`src/hdl/jsu_pkg.sv`:
```
`timescale 1ns / 1ps
// ----------------------------------------------------------------------------
// JSON string unescape package
// Result status codes and the packet that carries the result beats of one
// source byte from the front end, through the queue, to the back end.
// ----------------------------------------------------------------------------
package jsu_pkg;

   localparam int SlotCount = 4;

   localparam logic [1:0] ST_BYTE   = 2'd0;
   localparam logic [1:0] ST_CLOSED = 2'd1;
   localparam logic [1:0] ST_BAD    = 2'd2;

   typedef struct packed {
      logic [2:0]                 count;
      logic [SlotCount-1:0][7:0]  data;
      logic [SlotCount-1:0][1:0]  status;
   } packet_type;

   typedef struct packed {
      logic       push;
      packet_type packet;
   } push_type;

   typedef struct packed {
      logic       valid;
      packet_type packet;
   } head_type;

endpackage

```
`src/hdl/jsu_front.sv`:
```
`timescale 1ns / 1ps
// ----------------------------------------------------------------------------
// JSON string unescape front end
// Accepts one source byte per beat, runs the literal parser and turns the
// byte into a packet of up to four result beats for the queue.
// ----------------------------------------------------------------------------
module jsu_front (
   input  logic               clock,
   input  logic               reset,
   input  logic               req_valid,
   output logic               req_ready,
   input  logic [7:0]         req_in_byte,
   input  logic               req_in_last,
   input  logic               queue_full,
   output jsu_pkg::push_type  push
);

   localparam logic [2:0] PH_IDLE     = 3'd0;
   localparam logic [2:0] PH_BODY     = 3'd1;
   localparam logic [2:0] PH_ESC      = 3'd2;
   localparam logic [2:0] PH_HEX      = 3'd3;
   localparam logic [2:0] PH_HOLD     = 3'd4;
   localparam logic [2:0] PH_HOLD_ESC = 3'd5;
   localparam logic [2:0] PH_LOW      = 3'd6;

   typedef struct packed {
      logic [2:0]      len;
      logic [3:0][7:0] data;
   } enc_type;

   typedef struct packed {
      logic       ok;
      logic [7:0] value;
   } lookup_type;

   typedef struct packed {
      logic       ok;
      logic [3:0] value;
   } digit_type;

   function automatic enc_type utf8_encode(input logic [20:0] cp);
      enc_type e;
      e = '0;
      if (cp < 21'h80) begin
         e.len     = 3'd1;
         e.data[0] = cp[7:0];
      end else if (cp < 21'h800) begin
         e.len     = 3'd2;
         e.data[0] = {3'b110, cp[10:6]};
         e.data[1] = {2'b10, cp[5:0]};
      end else if (cp < 21'h10000) begin
         e.len     = 3'd3;
         e.data[0] = {4'b1110, cp[15:12]};
         e.data[1] = {2'b10, cp[11:6]};
         e.data[2] = {2'b10, cp[5:0]};
      end else begin
         e.len     = 3'd4;
         e.data[0] = {5'b11110, cp[20:18]};
         e.data[1] = {2'b10, cp[17:12]};
         e.data[2] = {2'b10, cp[11:6]};
         e.data[3] = {2'b10, cp[5:0]};
      end
      return e;
   endfunction

   function automatic lookup_type escape_map(input logic [7:0] b);
      lookup_type r;
      r.ok = 1'b1;
      case (b)
         8'h22:   r.value = 8'h22;
         8'h5C:   r.value = 8'h5C;
         8'h2F:   r.value = 8'h2F;
         8'h62:   r.value = 8'h08;
         8'h66:   r.value = 8'h0C;
         8'h6E:   r.value = 8'h0A;
         8'h72:   r.value = 8'h0D;
         8'h74:   r.value = 8'h09;
         default: begin
            r.ok    = 1'b0;
            r.value = 8'h00;
         end
      endcase
      return r;
   endfunction

   function automatic digit_type hex_digit(input logic [7:0] b);
      digit_type r;
      r.ok = 1'b1;
      case (b) inside
         [8'h30:8'h39]: r.value = b[3:0];
         [8'h41:8'h46],
         [8'h61:8'h66]: r.value = b[3:0] + 4'd9;
         default: begin
            r.ok    = 1'b0;
            r.value = 4'd0;
         end
      endcase
      return r;
   endfunction

   logic [2:0]  phase_ff, phase_in;
   logic [15:0] hex_ff, hex_in;
   logic [1:0]  dcnt_ff, dcnt_in;
   logic [9:0]  high_ff, high_in;

   logic        accept;
   logic        bad, closed, emit_cp, emit_single, is_last;
   logic [20:0] cp;
   logic [7:0]  single;
   logic [15:0] hex_new;
   lookup_type  esc;
   digit_type   dig;
   enc_type     enc;
   logic [2:0]  nbytes, total;
   jsu_pkg::packet_type pkt;

   assign req_ready = !queue_full;
   assign accept    = req_valid && req_ready;
   assign esc       = escape_map(req_in_byte);
   assign dig       = hex_digit(req_in_byte);
   assign hex_new   = {hex_ff[11:0], dig.value};

   always_comb begin
      phase_in    = phase_ff;
      hex_in      = hex_ff;
      dcnt_in     = dcnt_ff;
      high_in     = high_ff;
      bad         = 1'b0;
      closed      = 1'b0;
      emit_cp     = 1'b0;
      emit_single = 1'b0;
      cp          = {5'd0, 6'b110110, high_ff};
      single      = req_in_byte;
      case (phase_ff)
         PH_BODY: begin
            if (req_in_byte == 8'h22) begin
               closed = 1'b1;
            end else if (req_in_byte == 8'h5C) begin
               phase_in = PH_ESC;
            end else begin
               emit_single = 1'b1;
            end
         end
         PH_ESC: begin
            if (esc.ok) begin
               emit_single = 1'b1;
               single      = esc.value;
               phase_in    = PH_BODY;
            end else if (req_in_byte == 8'h75) begin
               hex_in   = '0;
               dcnt_in  = '0;
               phase_in = PH_HEX;
            end else begin
               bad = 1'b1;
            end
         end
         PH_HEX, PH_LOW: begin
            if (!dig.ok) begin
               bad = 1'b1;
            end else begin
               hex_in = hex_new;
               if (dcnt_ff != 2'd3) begin
                  dcnt_in = dcnt_ff + 2'd1;
               end else begin
                  dcnt_in = '0;
                  if (phase_ff == PH_HEX) begin
                     if (hex_new inside {[16'hD800:16'hDBFF]}) begin
                        high_in  = hex_new[9:0];
                        phase_in = PH_HOLD;
                     end else begin
                        emit_cp  = 1'b1;
                        cp       = {5'd0, hex_new};
                        phase_in = PH_BODY;
                     end
                  end else if (hex_new inside {[16'hDC00:16'hDFFF]}) begin
                     emit_cp  = 1'b1;
                     cp       = 21'h10000 + {1'b0, high_ff, hex_new[9:0]};
                     phase_in = PH_BODY;
                  end else begin
                     bad = 1'b1;
                  end
               end
            end
         end
         PH_HOLD: begin
            if (req_in_byte == 8'h5C) begin
               phase_in = PH_HOLD_ESC;
            end else begin
               emit_cp  = 1'b1;
               phase_in = PH_BODY;
               if (req_in_byte == 8'h22) begin
                  closed = 1'b1;
               end else begin
                  emit_single = 1'b1;
               end
            end
         end
         PH_HOLD_ESC: begin
            if (req_in_byte == 8'h75) begin
               hex_in   = '0;
               dcnt_in  = '0;
               phase_in = PH_LOW;
            end else begin
               emit_cp = 1'b1;
               if (esc.ok) begin
                  emit_single = 1'b1;
                  single      = esc.value;
                  phase_in    = PH_BODY;
               end else begin
                  bad = 1'b1;
               end
            end
         end
         default: begin
            if (req_in_byte == 8'h22) begin
               phase_in = PH_BODY;
            end else begin
               bad = 1'b1;
            end
         end
      endcase
      if (!bad && !closed && req_in_last) begin
         bad = 1'b1;
      end
      if (bad || closed) begin
         phase_in = PH_IDLE;
         hex_in   = '0;
         dcnt_in  = '0;
         high_in  = '0;
      end
   end

   assign enc     = utf8_encode(cp);
   assign nbytes  = (emit_cp ? enc.len : 3'd0) + {2'd0, emit_single};
   assign is_last = bad || closed;
   assign total   = bad ? 3'd1 : nbytes + {2'd0, closed};

   always_comb begin
      pkt       = '0;
      pkt.count = total;
      for (int k = 0; k < jsu_pkg::SlotCount; k++) begin
         if (bad) begin
            if (k == 0) begin
               pkt.status[k] = jsu_pkg::ST_BAD;
            end
         end else if (emit_cp && (3'(k) < enc.len)) begin
            pkt.data[k] = enc.data[k];
         end else if (3'(k) < nbytes) begin
            pkt.data[k] = single;
         end else if (closed && (3'(k) == nbytes)) begin
            pkt.status[k] = jsu_pkg::ST_CLOSED;
         end
      end
   end

   assign push.push   = accept && ((total != 3'd0) || is_last);
   assign push.packet = pkt;

   always_ff @(posedge clock) begin
      if (reset) begin
         phase_ff <= PH_IDLE;
         hex_ff   <= '0;
         dcnt_ff  <= '0;
         high_ff  <= '0;
      end else if (accept) begin
         phase_ff <= phase_in;
         hex_ff   <= hex_in;
         dcnt_ff  <= dcnt_in;
         high_ff  <= high_in;
      end
   end

endmodule

```
`src/hdl/jsu_queue.sv`:
```
`timescale 1ns / 1ps
// ----------------------------------------------------------------------------
// JSON string unescape packet queue
// Two-entry queue of result packets between the front end and the back end.
// ----------------------------------------------------------------------------
module jsu_queue (
   input  logic               clock,
   input  logic               reset,
   input  jsu_pkg::push_type  push,
   input  logic               pop,
   output logic               full,
   output jsu_pkg::head_type  head
);

   jsu_pkg::packet_type entry_ff [2];
   logic       wr_ptr_ff, wr_ptr_in;
   logic       rd_ptr_ff, rd_ptr_in;
   logic [1:0] fill_ff, fill_in;
   logic       do_push, do_pop;

   assign full        = (fill_ff == 2'd2);
   assign do_push     = push.push && !full;
   assign do_pop      = pop && (fill_ff != 2'd0);
   assign head.valid  = (fill_ff != 2'd0);
   assign head.packet = entry_ff[rd_ptr_ff];

   assign wr_ptr_in = wr_ptr_ff ^ do_push;
   assign rd_ptr_in = rd_ptr_ff ^ do_pop;
   assign fill_in   = fill_ff + {1'b0, do_push} - {1'b0, do_pop};

   always_ff @(posedge clock) begin
      if (do_push) begin
         entry_ff[wr_ptr_ff] <= push.packet;
      end
   end

   always_ff @(posedge clock) begin
      if (reset) begin
         wr_ptr_ff <= 1'b0;
         rd_ptr_ff <= 1'b0;
         fill_ff   <= '0;
      end else begin
         wr_ptr_ff <= wr_ptr_in;
         rd_ptr_ff <= rd_ptr_in;
         fill_ff   <= fill_in;
      end
   end

endmodule

```
`src/hdl/jsu_back.sv`:
```
`timescale 1ns / 1ps
// ----------------------------------------------------------------------------
// JSON string unescape back end
// Walks the packet at the head of the queue and presents its result beats
// one at a time, marking the final beat of each packet.
// ----------------------------------------------------------------------------
module jsu_back (
   input  logic               clock,
   input  logic               reset,
   input  jsu_pkg::head_type  head,
   output logic               pop,
   output logic               rsp_valid,
   input  logic               rsp_ready,
   output logic [7:0]         rsp_out_byte,
   output logic [1:0]         rsp_status,
   output logic               rsp_last
);

   logic [1:0] idx_ff, idx_in;
   logic       beat;

   assign rsp_valid    = head.valid;
   assign rsp_out_byte = head.packet.data[idx_ff];
   assign rsp_status   = head.packet.status[idx_ff];
   assign rsp_last     = ({1'b0, idx_ff} == (head.packet.count - 3'd1));
   assign beat         = rsp_valid && rsp_ready;
   assign pop          = beat && rsp_last;

   always_comb begin
      idx_in = idx_ff;
      if (pop) begin
         idx_in = '0;
      end else if (beat) begin
         idx_in = idx_ff + 2'd1;
      end
   end

   always_ff @(posedge clock) begin
      if (reset) begin
         idx_ff <= '0;
      end else begin
         idx_ff <= idx_in;
      end
   end

endmodule

```
`src/hdl/json_string_unescape_utf8.sv`:
```
`timescale 1ns / 1ps
// ----------------------------------------------------------------------------
// JSON string unescape to UTF-8
// Decodes one JSON string literal at a time, one source byte per beat, into
// UTF-8 bytes followed by a closed or malformed status beat.
// ----------------------------------------------------------------------------
// A source byte is taken in the cycle it is offered whenever the two-entry
// packet queue has room; its result beats are registered in the queue before
// they reach the result port. A source byte yields zero to four result beats,
// and the back end sends one beat per cycle while the result port is ready,
// so the input sustains one byte per cycle while each byte yields at most one
// beat; a byte that ends a surrogate pair or a multi-byte code point holds
// the input back once the queue has filled. Bytes that yield no beat never
// occupy the queue. A malformed literal gives a single status beat; the
// consumer must drop the bytes already sent for it, as the block does not.
// ----------------------------------------------------------------------------
module json_string_unescape_utf8 (
   input  logic       clock,
   input  logic       reset,
   input  logic       req_valid,
   output logic       req_ready,
   input  logic [7:0] req_in_byte,
   input  logic       req_in_last,
   output logic       rsp_valid,
   input  logic       rsp_ready,
   output logic [7:0] rsp_out_byte,
   output logic [1:0] rsp_status,
   output logic       rsp_last
);

   jsu_pkg::push_type push;
   jsu_pkg::head_type head;
   logic              queue_full;
   logic              pop;

   jsu_front u_front (
      .clock       (clock),
      .reset       (reset),
      .req_valid   (req_valid),
      .req_ready   (req_ready),
      .req_in_byte (req_in_byte),
      .req_in_last (req_in_last),
      .queue_full  (queue_full),
      .push        (push)
   );

   jsu_queue u_queue (
      .clock (clock),
      .reset (reset),
      .push  (push),
      .pop   (pop),
      .full  (queue_full),
      .head  (head)
   );

   jsu_back u_back (
      .clock        (clock),
      .reset        (reset),
      .head         (head),
      .pop          (pop),
      .rsp_valid    (rsp_valid),
      .rsp_ready    (rsp_ready),
      .rsp_out_byte (rsp_out_byte),
      .rsp_status   (rsp_status),
      .rsp_last     (rsp_last)
   );

endmodule

```
`config.mk`:
```
export PLATFORM = sky130hd
export DESIGN_NAME = json_string_unescape_utf8
export DESIGN_NICKNAME = d
export VERILOG_FILES = /design/src/hdl/jsu_pkg.sv /design/src/hdl/jsu_front.sv /design/src/hdl/jsu_queue.sv /design/src/hdl/jsu_back.sv /design/src/hdl/json_string_unescape_utf8.sv
export SDC_FILE = /design/constraint.sdc
export NUM_CORES = 1
export LEC_CHECK = 0
export ABC_AREA = 1
export BUFFER_PORTS_ARGS = -buffer_cell sky130_fd_sc_hd__buf_2
export CAP_MARGIN = 20
export CELL_PAD_IN_SITES_DETAIL_PLACEMENT = 0
export CELL_PAD_IN_SITES_GLOBAL_PLACEMENT = 1
export CORE_MARGIN = 2
export CORE_UTILIZATION = 46
export DETAILED_ROUTE_END_ITERATION = 10
export GPL_TIMING_DRIVEN = 0
export PLACE_DENSITY = 0.81
export SLEW_MARGIN = 40
export SYNTH_ARGS = -nofsm -noshare
export SYNTH_HDL_FRONTEND = slang
export SYNTH_HIERARCHICAL = 1
export SYNTH_SLANG_ARGS = --single-unit
```
`constraint.sdc`:
```
create_clock -name clock -period 8.7 [get_ports clock]
set_input_delay 1.305 -clock clock [delete_from_list [all_inputs] [get_ports clock]]
set_output_delay 1.305 -clock clock [all_outputs]
set_load 0.01 [all_outputs]
```
==> reports/summary.txt <==
Post-CTS Hold Buffers: 0
Initial Util: 47.0%
Final worst path period need: 5210 ps
Final #Nets: 1030
Share of the synthesized area in the top cell type: 33.3%
Simple-Gate Fraction of Synth Area: 28.3%
Proportion of layout cells with a drive suffix above 1: 18.2%
Largest family of logic cells by synthesized area: simple AND/OR/NAND/NOR gates
Gr ovfl total: 0
Crit Path Class: primary input to flop
Clock Pin Slew Worst Setup and Hold Paths: 60 ps
Antenna Nets Post-Route: 0
Top FF cell, synth: edfxtp_1
CP required: 9020 ps
Setup TNS: 0 ps
Compound-Gate Fraction of Synth Area: 10.0%
Reg-to-reg slack, setup: 4270 ps
Met3 Usage GRT: 3.59%
Area of all placed cells without fillers: 8850 um2
Pwr dens: 269 nW/um2
CTS Buffer Depth: 2
CP Data Arrival Time: 5530 ps
Largest net degree at the start of global routing: 42
Htree depth: 4
Crit path top cell by count: nand2_1
CP peak stage delay: 300 ps
Via density: 5.22
Leakage: 3.75 nW
Maximum VDD drop: 0.000145 V
# port buffers: 24
Synth Area in Adders: 2.42%
Netlist cell types: 48
First-pass GRT wire length: 33.1 mm
Register area share after synthesis: 41.8%
Area of the multi-input gates: 3860 um2
Die Span X: 134 um
Overall Global Routing Usage: 23.8%
Initial drt markers: 381
# rows: 47
DRT Pass-1 Iters: 5
Synth cell count leaders: 219 x nand2_1, 128 x nor2_1, 87 x inv_1
Max-cap violation count: 0
Drt drc: 0
Die Ht: 134 um
Final core occ: 53.5%
Final hold violations: 0
Ys Warns: 6
Grt peak-use layer: met2
Setup Skew: 7.18 ps
# fillers: 1565
Max Clk Rate: 0.192 GHz
Gp weighted congestion: 0.894
Detailed placement HPWL: 15.4 mm
Area Overhead vs Synth: 14.0%
# Post-CTS Setup Buffers: 0
Startpoint types: primary input
Maximum fanout along the worst path: 10
Die ar.: 17900 um2
Setup violators final: 0
Post-synthesis xor/xnor area fraction: 0.451%
Final period utilization: 59.9%
Synth top area cells: edfxtp_1 33%, nand2_1 11%, dfxtp_1 8.5%
Via count: 6441
CTS resizes: 0
RSZ-0062 raised after global routing: no
Slew HR: 52.4%
Most common cell in the netlist: nand2_1
I/O pin cnt: 26
Synth area leader: edfxtp_1
Status: finished, final reports clean
Worst skew pair latency: 420 ps
WL/cell: 16.5 um
CP endpoint kind: flop
Gate Count Post-Synth: 955
Ys async rst share: 0%
Fin cells: 1235
Placed Instances: 1203
CTS sink cnt: 119
Post-synthesis mux area share: 8.08%
Worst-Margin Slew: 706 ps
Power Total: 0.00238 W
Clock root buffer master: clkbuf_16
GR Util met2: 42.1%
Placed inst area: 8230 um2
EDFF count, synth: 86
CTS tree: done
Placeable Area: 16500 um2
Initial antenna violation count: 0
Vias in the first global route: 6214
Post-Syn Area: 7760 um2
Total detailed-routing wirelength: 20.4 mm
Post-synthesis register bit count: 119
GR Util met1: 29.9%
Diode count: 0
Slew Viols, Final: 0
Critical Path Slowest Stage Cell: ha_1
Hold Path Class: flop to flop
Register Area: 3240 um2
CTS Buf Count: 17
Avg Cell Area, Syn: 8.13 um2
## report_power, final
group          switching, W  total [W]  internal (W)
clock network      0.000281   0.000738      0.000457
registers         0.0000639   0.000833      0.000769
logic              0.000493   0.000807      0.000314
## stage by stage
step / hold WS, ps / setup WS, ps
floorplan: 437 / 3220
global placement: 468 / 1960
detailed placement: 478 / 3080
CTS: 494 / 3500
global route: 520 / 2970
finish: 494 / 3490
## cell usage in the layout, fill, tap and decap left out, types with 4 or more instances in the layout
master	n
nor2_1	128
o21ai_0	41
nor2_4	4
dfxtp_1	33
a21oi_1	45
clkbuf_16	17
o211ai_1	9
mux2_4	38
nand3_1	77
nand2_1	219
nand2_4	6
mux2_2	5
edfxtp_1	86
a22oi_1	4
buf_2	41
inv_1	87
buf_4	8
o21ai_1	24
nor3_1	10
nand2_2	8
inv_2	15
inv_6	5
o22ai_1	14
clkinv_4	4
nand4_1	13
ha_1	13
buf_12	6
clkbuf_1	9
## worst max-delay path: cells and delay by family
| kind | cells | cell delay, ps |
|---|---|---|
| AND/OR/NAND/NOR | 20 | 1740 |
| adder cells (fa/ha/maj) | 4 | 1020 |
| buffers and inverters | 11 | 1000 |
| AO/OA/AOI/OAI | 3 | 450 |
## kinds of logic after synthesis
group | Yosys count
other cells | 1
mux | 43
xor+xnor | 4
buf+inv | 147
compound gates | 141
simple gates | 485
flops | 119
fa+ha+maj | 15
## layout make-up
cell class / instances / area share (%)
plain buffers: 41 / 3.22
well taps: 220 / 3.11
repair buffers: 26 / 1.81
inverters: 106 / 4.58
multi-input cells: 691 / 43.6
clock inverters: 15 / 2.16
clock buffers: 17 / 4.81
flip-flops and latches: 119 / 36.7
## flip-flops by register name, indices dropped and copies added (netlist names)
register           cells
u_queue/fill_ff        2
u_front/phase_ff       3
u_front/high_ff       10
u_queue/wr_ptr_ff      1
u_back/idx_ff          2
u_queue/entry_ff      86
u_front/dcnt_ff        2
u_front/hex_ff        12
u_queue/rd_ptr_ff      1
## worst paths after layout
kind / from / endpoint / depth (start not counted)
hold reg to reg: u_front/dcnt_ff[1] / u_front/dcnt_ff[1] / 2
setup / recovery: req_in_byte[0] / u_queue/fill_ff[1] / 38
hold / removal: u_front/dcnt_ff[1] / u_front/dcnt_ff[1] / 2
setup reg to reg: u_front/dcnt_ff[0] / u_queue/fill_ff[1] / 29
## routing by layer
metal,vias to the layer above,wire [um]
li1,3298,-
met1,2978,9120
met2,134,10200
met3,31,731
met4,0,352
met5,-,0
Power figures use the tool's default switching activity.
